==> src/rtl/tvdg_pkg.sv <==
// Shared types and constants for the TV denoise gradient unit.
package tvdg_pkg;

   localparam int unsigned DefaultMaxRows = 256;
   localparam int unsigned DefaultMaxCols = 256;
   localparam int unsigned PixW   = 18;
   localparam int unsigned DiffW  = 19;
   localparam int unsigned MagW   = 27;   // |z| << 8
   localparam int unsigned RadW   = 54;   // z16^2 + eps^2
   localparam int unsigned RootW  = 27;
   localparam int unsigned QuoW   = 17;   // quotient clipped to 65536
   localparam int unsigned DivNW  = 43;   // z16 << 16 plus half divisor
   localparam int unsigned HW     = 18;   // signed H term
   localparam int unsigned GradW  = 32;
   localparam int unsigned SumW   = 37;

   typedef enum logic [3:0] {
      CSR_MU   = 4'd0,
      CSR_EPS  = 4'd1,
      CSR_ROWS = 4'd2,
      CSR_COLS = 4'd3
   } csr_index_type;

   localparam logic ACT_LOAD    = 1'b0;
   localparam logic ACT_COMPUTE = 1'b1;

   typedef struct packed {
      logic                    start;
      logic signed [DiffW-1:0] diff;
      logic [15:0]             eps;
   } smooth_req_type;

   typedef struct packed {
      logic                 done;
      logic signed [HW-1:0] h_val;
   } smooth_rsp_type;

endpackage

==> src/rtl/tvdg_smooth_sign.sv <==
// Iterative z/sqrt(z^2+eps^2): bit-serial square root then restoring divide.
module tvdg_smooth_sign
   import tvdg_pkg::*;
(
   input  logic           clock,
   input  logic           reset,
   input  smooth_req_type req,
   output smooth_rsp_type rsp
);

   typedef enum logic [4:0] {
      SS_IDLE = 5'b00001,
      SS_SQR  = 5'b00010,
      SS_ROOT = 5'b00100,
      SS_DIV  = 5'b01000,
      SS_DONE = 5'b10000
   } ss_state_type;

   ss_state_type         state_ff, state_in;
   logic                 neg_ff, neg_in;
   logic [MagW-1:0]      z16_ff, z16_in;
   logic [15:0]          eps_ff, eps_in;
   logic [RadW-1:0]      rad_ff, rad_in;
   logic [RootW-1:0]     root_ff, root_in;
   logic [RadW+1:0]      rem_ff, rem_in;
   logic [DivNW-1:0]     num_ff, num_in;
   logic [DivNW-1:0]     quo_ff, quo_in;
   logic [5:0]           cnt_ff, cnt_in;
   logic [DiffW-1:0]     mag;
   logic [RootW+1:0]     trial;
   logic [RadW+1:0]      rem_sh;
   logic [DivNW:0]       drem_sh;
   logic [QuoW-1:0]      qclip;

   assign mag = req.diff[DiffW-1] ? DiffW'(-req.diff) : DiffW'(req.diff);

   always_comb begin
      state_in = state_ff;
      neg_in   = neg_ff;
      z16_in   = z16_ff;
      eps_in   = eps_ff;
      rad_in   = rad_ff;
      root_in  = root_ff;
      rem_in   = rem_ff;
      num_in   = num_ff;
      quo_in   = quo_ff;
      cnt_in   = cnt_ff;
      trial    = '0;
      rem_sh   = '0;
      drem_sh  = '0;
      case (state_ff)
         SS_IDLE: begin
            if (req.start) begin
               neg_in   = req.diff[DiffW-1];
               z16_in   = MagW'({mag, 8'd0});
               eps_in   = req.eps;
               state_in = SS_SQR;
            end
         end
         SS_SQR: begin
            rad_in   = RadW'(z16_ff * z16_ff) + RadW'(eps_ff * eps_ff);
            root_in  = '0;
            rem_in   = '0;
            cnt_in   = 6'(RootW);
            state_in = SS_ROOT;
         end
         SS_ROOT: begin
            // one result bit per cycle, two radicand bits consumed
            rem_sh = {rem_ff[RadW-1:0], rad_ff[RadW-1 -: 2]};
            trial  = {root_ff, 2'b01};
            rad_in = {rad_ff[RadW-3:0], 2'b00};
            if (rem_sh >= (RadW+2)'(trial)) begin
               rem_in  = rem_sh - (RadW+2)'(trial);
               root_in = {root_ff[RootW-2:0], 1'b1};
            end else begin
               rem_in  = rem_sh;
               root_in = {root_ff[RootW-2:0], 1'b0};
            end
            cnt_in = cnt_ff - 6'd1;
            if (cnt_ff == 6'd1) begin
               state_in = SS_DIV;
            end
         end
         SS_DIV: begin
            if (cnt_ff == 6'd0 && root_ff != '0) begin
               num_in = DivNW'({z16_ff, 16'd0}) + DivNW'(root_ff >> 1);
               quo_in = '0;
               rem_in = '0;
               cnt_in = 6'(DivNW);
               if (root_ff == '0) state_in = SS_DONE;
            end else if (root_ff == '0) begin
               quo_in   = '0;
               state_in = SS_DONE;
            end else begin
               drem_sh = {rem_ff[DivNW-1:0], num_ff[DivNW-1]};
               num_in  = {num_ff[DivNW-2:0], 1'b0};
               if (drem_sh >= (DivNW+1)'(root_ff)) begin
                  rem_in = (RadW+2)'(drem_sh - (DivNW+1)'(root_ff));
                  quo_in = {quo_ff[DivNW-2:0], 1'b1};
               end else begin
                  rem_in = (RadW+2)'(drem_sh);
                  quo_in = {quo_ff[DivNW-2:0], 1'b0};
               end
               cnt_in = cnt_ff - 6'd1;
               if (cnt_ff == 6'd1) state_in = SS_DONE;
            end
         end
         SS_DONE: begin
            state_in = SS_IDLE;
         end
         default: state_in = SS_IDLE;
      endcase
   end

   assign qclip = (quo_ff > DivNW'(65536)) ? QuoW'(65536) : QuoW'(quo_ff);
   assign rsp.done  = (state_ff == SS_DONE);
   assign rsp.h_val = neg_ff ? -HW'(qclip) : HW'(qclip);

   always_ff @(posedge clock) begin
      if (reset) begin
         state_ff <= SS_IDLE;
         cnt_ff   <= '0;
      end else begin
         state_ff <= state_in;
         cnt_ff   <= cnt_in;
      end
      neg_ff  <= neg_in;
      z16_ff  <= z16_in;
      eps_ff  <= eps_in;
      rad_ff  <= rad_in;
      root_ff <= root_in;
      rem_ff  <= rem_in;
      num_ff  <= num_in;
      quo_ff  <= quo_in;
   end

endmodule

==> config.mk <==
export PLATFORM = sky130hd
export DESIGN_NAME = tvdg_smooth_sign
export DESIGN_NICKNAME = d
export VERILOG_FILES = /design/src/rtl/tvdg_pkg.sv /design/src/rtl/tvdg_smooth_sign.sv
export SDC_FILE = /design/constraint.sdc
export NUM_CORES = 2
export LEC_CHECK = 0
export ABC_AREA = 1
export BUFFER_PORTS_ARGS = -buffer_cell sky130_fd_sc_hd__clkbuf_2
export CAP_MARGIN = 15
export CELL_PAD_IN_SITES_DETAIL_PLACEMENT = 1
export CELL_PAD_IN_SITES_GLOBAL_PLACEMENT = 1
export CORE_MARGIN = 2
export CORE_UTILIZATION = 50
export DETAILED_ROUTE_END_ITERATION = 10
export GPL_TIMING_DRIVEN = 0
export PLACE_DENSITY = 0.85
export RECOVER_POWER = 100
export SLEW_MARGIN = 40
export SYNTH_ARGS = -nofsm -noshare
export SYNTH_HDL_FRONTEND = slang
export SYNTH_SLANG_ARGS = --single-unit
==> constraint.sdc <==
create_clock -name clock -period 10.08 [get_ports clock]
set_input_delay 3.024 -clock clock [delete_from_list [all_inputs] [get_ports clock]]
set_output_delay 3.024 -clock clock [all_outputs]
set_load 0.01 [all_outputs]
* After elaboration in Yosys (flattened, before gate mapping)
Cells that the tools add are included.
Cells by class: reductions and logical operators 11, multiply operators 2, equality and inequality tests 12, add/sub/neg operators 7, $lt $le $gt $ge 3, multiplexer cells 24
Operator list (count):
- 2-to-1 mux 54 bit | 4
- one-hot mux 54 bit (3 select lines) | 1
- one-hot mux 54 bit (2 select lines) | 1
- 2-to-1 mux 43 bit | 2
- greater-or-equal comparator 56 x 29 -> 1 bit | 1
- adder 54 x 32 -> 54 bit | 1
- one-hot mux 27 bit (2 select lines) | 1
- subtractor 54 x 29 -> 54 bit | 1
- subtractor 44 x 27 -> 45 bit | 1
- greater-or-equal comparator 44 x 27 -> 1 bit | 1
- adder 43 x 26 -> 43 bit | 1
- > comparator 43 x 17 -> 1 bit (second input constant) | 1
- multiplier 19 x 19 -> 38 bit | 1
- 2-to-1 mux 18 bit | 2
- multiplier 16 x 16 -> 32 bit | 1
- 2-to-1 mux 5 bit | 6
- zero test 27 bit | 1
- nonzero test 27 bit | 1
- one-hot mux 5 bit (4 select lines) | 1
- negator 19 bit | 1
- negator 17 -> 18 bit | 1
- one-hot mux 6 bit (3 select lines) | 1
- 2-to-1 mux 17 bit | 1
- 2-to-1 mux 6 bit | 2
- other kinds (17) | 24
Storage, ports and cells: bits in registers 268, word-level logic and storage cells 70

* Longest topological paths before layout
depth after elaboration 5, gate-level depth with buffers 40

* Worst setup path before layout
No wires, ideal clock.
path type register to register, start point reg z16_ff[20], end point reg rad_ff[51] (data pin), cell stages (with the launch flop) 38, setup slack 2.350 ns, arrival time 7.477 ns, required time 9.827 ns, cells stage by stage edfxtp_1 clkbuf_1 buf_1 nand2_1 fa_1 inv_1 fa_1 inv_1 fa_1 inv_1 fa_1 fa_1 inv_1 fa_1 inv_1 ha_1 nand2_2 inv_2 [2 not listed] inv_1 nand3_1 xor2_1 fa_1 ha_1 ha_1 a21o_1 o21bai_1 a21oi_1 o21ai_0 nor2_1 nor2_1 nor2_2 nor2_2 nand2_1 nand2_1 nand3_1 nand2_1
On the way: cells in the longest elaborated chain, start to end 3
RTL lines:
- start, declared | line tvdg_smooth_sign.sv:21 | logic [MagW-1:0] z16_ff, z16_in;
- start signal, assigned | line tvdg_smooth_sign.sv:128 | z16_ff <= z16_in;
- multiplier 19 x 19 -> 38 bit | line tvdg_smooth_sign.sv:61 | rad_in = RadW'(z16_ff * z16_ff) + RadW'(eps_ff * eps_ff);
- adder 54 x 32 -> 54 bit | line tvdg_smooth_sign.sv:61
- one-hot mux 54 bit (2 select lines) | line tvdg_smooth_sign.sv:51 | case (state_ff)
- net rad_in[51] | line tvdg_smooth_sign.sv:23 | logic [RadW-1:0] rad_ff, rad_in;
- end signal, assigned | line tvdg_smooth_sign.sv:130 | rad_ff <= rad_in;
- end, declared | line tvdg_smooth_sign.sv:23
The timed path passes the listed nets, and every way through them passes these cells. A chain may end at the register's enable or synchronous reset.

* Worst setup path after layout
Same ends and word-level chain as after synthesis.

==> impl_metrics.xml <==
<?xml version="1.0" encoding="UTF-8"?>
<metrics>
  <group name="outcome">
    <metric name="result_of_the_run" unit="">complete, but fails checks</metric>
    <metric name="failing_checks" unit="">capacitance limit, slew limit</metric>
  </group>
  <group name="sta">
    <metric name="tightestPinTransition" unit="ps">3550</metric>
    <metric name="period_needed" unit="ps">9600</metric>
    <metric name="rsz0062_at_grt" unit="">false</metric>
    <metric name="timing_max_transition_violations_final" unit="">143</metric>
    <metric name="finalHoldViolations" unit="">0</metric>
    <metric name="timing.final.setup_violations" unit="">0</metric>
    <metric name="setup_tns" unit="ps">0</metric>
    <metric name="max_freq" unit="MHz">104</metric>
    <metric name="slew_headroom" unit="%">-137</metric>
    <metric name="tcrit_tclk_final" unit="%">95.2</metric>
    <metric name="fin_skew" unit="ps">41.4</metric>
  </group>
  <group name="run">
    <metric name="max_cap_viol_count" unit="">5</metric>
  </group>
  <group name="clocking">
    <metric name="tritoncts" unit="">yes</metric>
    <metric name="cts.sinks" unit="">267</metric>
    <metric name="clock_latency" unit="ps">590</metric>
    <metric name="path_clk_slew" unit="ps">70</metric>
    <metric name="numCtsBuffers" unit="">35</metric>
    <metric name="cts.hold.buffers_added" unit="">0</metric>
    <metric name="cts_setup_buffers" unit="">0</metric>
    <metric name="clockBufferDepth" unit="">3</metric>
    <metric name="cts.root.buffer_cell" unit="">sky130_fd_sc_hd__clkbuf_16</metric>
    <metric name="cts_resized" unit="">0</metric>
    <metric name="cts_htree_levels" unit="">2</metric>
  </group>
  <group name="place">
    <metric name="buffers_on_ports" unit="">55</metric>
    <metric name="hpwlAfterDp" unit="mm">111</metric>
    <metric name="gp_congestion" unit="">1.04</metric>
  </group>
  <group name="routing">
    <metric name="drcViolationCount" unit="">0</metric>
    <metric name="routed_via_density" unit="">5.63</metric>
    <metric name="detail_route.iter0.violations" unit="">2430</metric>
    <metric name="detail-route-antenna-nets" unit="">0</metric>
    <metric name="wirelength" unit="mm">134</metric>
    <metric name="routed-via-count" unit="">34600</metric>
    <metric name="drt_pre_antenna_iters" unit="">8</metric>
    <metric name="wl_per_cell" unit="µm">21.8</metric>
  </group>
  <group name="setup_path">
    <metric name="worst-endpoint-required" unit="ps">10410</metric>
    <metric name="timing.setup.critical_path_class" unit="">register to register</metric>
    <metric name="data_arrival_time_of_the_worst_path" unit="ps">9930</metric>
    <metric name="cp_max_fo" unit="">10</metric>
    <metric name="rr_worst_depth" unit="">37</metric>
    <metric name="endpoint_type_of_the_worst_setup_path" unit="">register</metric>
    <metric name="ff2ff_setup_slack" unit="ps">480</metric>
    <metric name="critical_path.max_stage_delay" unit="ps">710</metric>
    <metric name="cpMaxStageDelayCell" unit="">sky130_fd_sc_hd__buf_1</metric>
    <metric name="critPathLaunchType" unit="">register</metric>
  </group>
  <group name="global_route">
    <metric name="grt_usage" unit="%">34.5</metric>
    <metric name="grt_util_met3" unit="%">4.75</metric>
    <metric name="grt_antenna_before_repair" unit="">2</metric>
    <metric name="via_count_of_the_first_global_routing_pass" unit="">38000</metric>
    <metric name="busiest_layer" unit="">met2</metric>
    <metric name="overflow" unit="">0</metric>
    <metric name="grt.met2_usage" unit="%">60.1</metric>
    <metric name="groute.layer.met1.usage" unit="%">41.0</metric>
    <metric name="grt_max_degree" unit="">65</metric>
    <metric name="wire_length_of_the_first_global_routing_pass" unit="mm">209</metric>
  </group>
  <group name="synthesis">
    <metric name="synthesis.area_per_instance" unit="µm²">7.58</metric>
    <metric name="synth_cell_type_count" unit="">59</metric>
    <metric name="synth_mux_area_share" unit="%">0.0589</metric>
    <metric name="synth_top_cells_by_area" unit="">sky130_fd_sc_hd__fa_1 22%, sky130_fd_sc_hd__edfxtp_1 20%, sky130_fd_sc_hd__inv_1 12%, sky130_fd_sc_hd__nand2_1 11%, sky130_fd_sc_hd__ha_1 9.8%</metric>
    <metric name="post-synth-top-area-cell" unit="">sky130_fd_sc_hd__fa_1</metric>
    <metric name="yosys_register_bits" unit="">267</metric>
    <metric name="synthFlopType" unit="">sky130_fd_sc_hd__edfxtp_1</metric>
    <metric name="synth_async_sr_flop_share" unit="%">0</metric>
    <metric name="postSynthCellCount" unit="">5042</metric>
    <metric name="synth_compound_gate_area_share" unit="%">7.35</metric>
    <metric name="adder_cell_fraction_of_synth_area" unit="%">32.3</metric>
    <metric name="post_synth_and_or_nand_nor_area_fraction" unit="%">22.5</metric>
    <metric name="synth_edf_count" unit="">256</metric>
    <metric name="synthesis.yosys.warnings" unit="">0</metric>
    <metric name="syn_nets" unit="">5808</metric>
    <metric name="main_combinational_cell_family_by_area_after_synthesis" unit="">adder cells</metric>
    <metric name="synth_sequential_area_ratio" unit="%">20.7</metric>
    <metric name="post-synth-top-area-fraction" unit="%">22.5</metric>
    <metric name="netlist_area" unit="µm²">38200</metric>
    <metric name="synth_xor_area_share" unit="%">3.62</metric>
  </group>
  <group name="worst_hold_path">
    <metric name="hp-class" unit="">register to register</metric>
    <metric name="timing.hold.worst_path_depth" unit="">1</metric>
  </group>
  <group name="die">
    <metric name="core_region_area" unit="µm²">75800</metric>
    <metric name="die-area" unit="µm²">78600</metric>
    <metric name="pin_count" unit="">57</metric>
    <metric name="num_rows" unit="">101</metric>
    <metric name="die_h" unit="µm">280</metric>
    <metric name="die_width" unit="µm">280</metric>
    <metric name="initial_core_util" unit="%">50.4</metric>
  </group>
  <group name="finish">
    <metric name="layout-drive-gt1-share" unit="%">4.85</metric>
    <metric name="nNetsFinal" unit="">5911</metric>
    <metric name="synthToLayoutAreaGrowth" unit="%">6.87</metric>
  </group>
</metrics>
## logic make-up after synthesis
kind of cell    count (synthesis)
simple gates                 2031
buf+inv                      1353
fa+ha+maj                     728
compound gates                503
flops                         267
xor+xnor                      158
mux                             2
## layout by cell type, fill, tap and decap left out, types with 12 or more instances in the layout
cell and instances:
sky130_fd_sc_hd__o211ai_1 25, sky130_fd_sc_hd__xor2_1 95, sky130_fd_sc_hd__inv_2 24, sky130_fd_sc_hd__a21oi_1 166
sky130_fd_sc_hd__nand3_1 180, sky130_fd_sc_hd__nand4_1 56, sky130_fd_sc_hd__nor4_1 29, sky130_fd_sc_hd__nor2_1 453
sky130_fd_sc_hd__inv_1 1196, sky130_fd_sc_hd__clkbuf_2 42, sky130_fd_sc_hd__or2_2 17, sky130_fd_sc_hd__nand2_2 30
sky130_fd_sc_hd__a31oi_1 21, sky130_fd_sc_hd__o21bai_1 21, sky130_fd_sc_hd__nor2_2 25, sky130_fd_sc_hd__xnor2_1 63
sky130_fd_sc_hd__clkbuf_1 119, sky130_fd_sc_hd__ha_1 299, sky130_fd_sc_hd__fa_1 429, sky130_fd_sc_hd__edfxtp_1 256
sky130_fd_sc_hd__nor3_1 34, sky130_fd_sc_hd__nand2_1 1160, sky130_fd_sc_hd__clkbuf_16 35, sky130_fd_sc_hd__o21ai_1 24
sky130_fd_sc_hd__buf_2 12, sky130_fd_sc_hd__o21ai_0 201
## metrics by stage
stage | hold WS, ps | instances | setup WS [ps] | area [µm²] | utilization [%]
detailed placement | 482 | 6085 | 523 | 39900 | 52.6
global placement | 475 | 6075 | 829 | 39700 | 52.4
finish | 499 | 6150 | 481 | 40800 | 53.9
global route | 552 | 6149 | 61.7 | 40800 | 53.9
floorplan | 453 | 5042 | 2350 | 38200 | -
CTS | 502 | 6148 | 562 | 41100 | 54.2
## sequential cells by signal, indices dropped and copies added (netlist names)
name	count
num_ff	43
state_ff	5
eps_ff	16
root_ff	27
z16_ff	19
cnt_ff	6
neg_ff	1
rad_ff	53
quo_ff	43
rem_ff	54
## area by class of cell
cell class / count / area (µm²)
fillers: 9634 / 35000
repair buffers: 66 / 302
clock buffers: 39 / 891
flip-flops and latches: 267 / 7910
clock inverters: 24 / 300
diodes: 1 / 2.50
inverters: 1227 / 4610
well taps: 978 / 1220
plain buffers: 126 / 551
multi-input cells: 3422 / 25100
## metal layers
metal / vias to the layer above / wire length (µm)
li1: 15600 / -
met1: 17200 / 52100
met2: 1292 / 65500
met3: 436 / 8200
met4: 4 / 8250
met5: - / 31
## worst max-delay path, delay by kind of cell (launching register included)
family                     cells  cell delay [ps]
and+or+nand+nor               13             1650
xor gates and xnor gates       1              220
adders and majority gates     10             4620
DFF                            1              420
AOI/OAI and AO/OA              4              610
buffers and inverters          9             1840
## cell usage after synthesis (all sizes together), types with 21 or more instances
cell type / n
fa: 429
o21bai: 22
nor3: 37
clkbuf: 76
edfxtp: 256
buf: 50
nand3: 186
o211ai: 25
nand4: 57
a21oi: 171
o21ai: 230
xnor2: 63
nor2: 484
nor4: 29
a31oi: 21
inv: 1222
ha: 299
nand2: 1192
or2: 24
xor2: 95
## final timing paths
| check | startpoint | end |
|---|---|---|
| worst max register to register | z16_ff[20] | rad_ff[51] |
| worst min register to register | cnt_ff[0] | cnt_ff[0] |
| worst max-delay path | z16_ff[20] | rad_ff[51] |
| worst min-delay path | cnt_ff[0] | cnt_ff[0] |
Power is left out: the tool's default activity adds up to more than one toggle a clock period on the data nets, which glitch-free logic cannot reach.
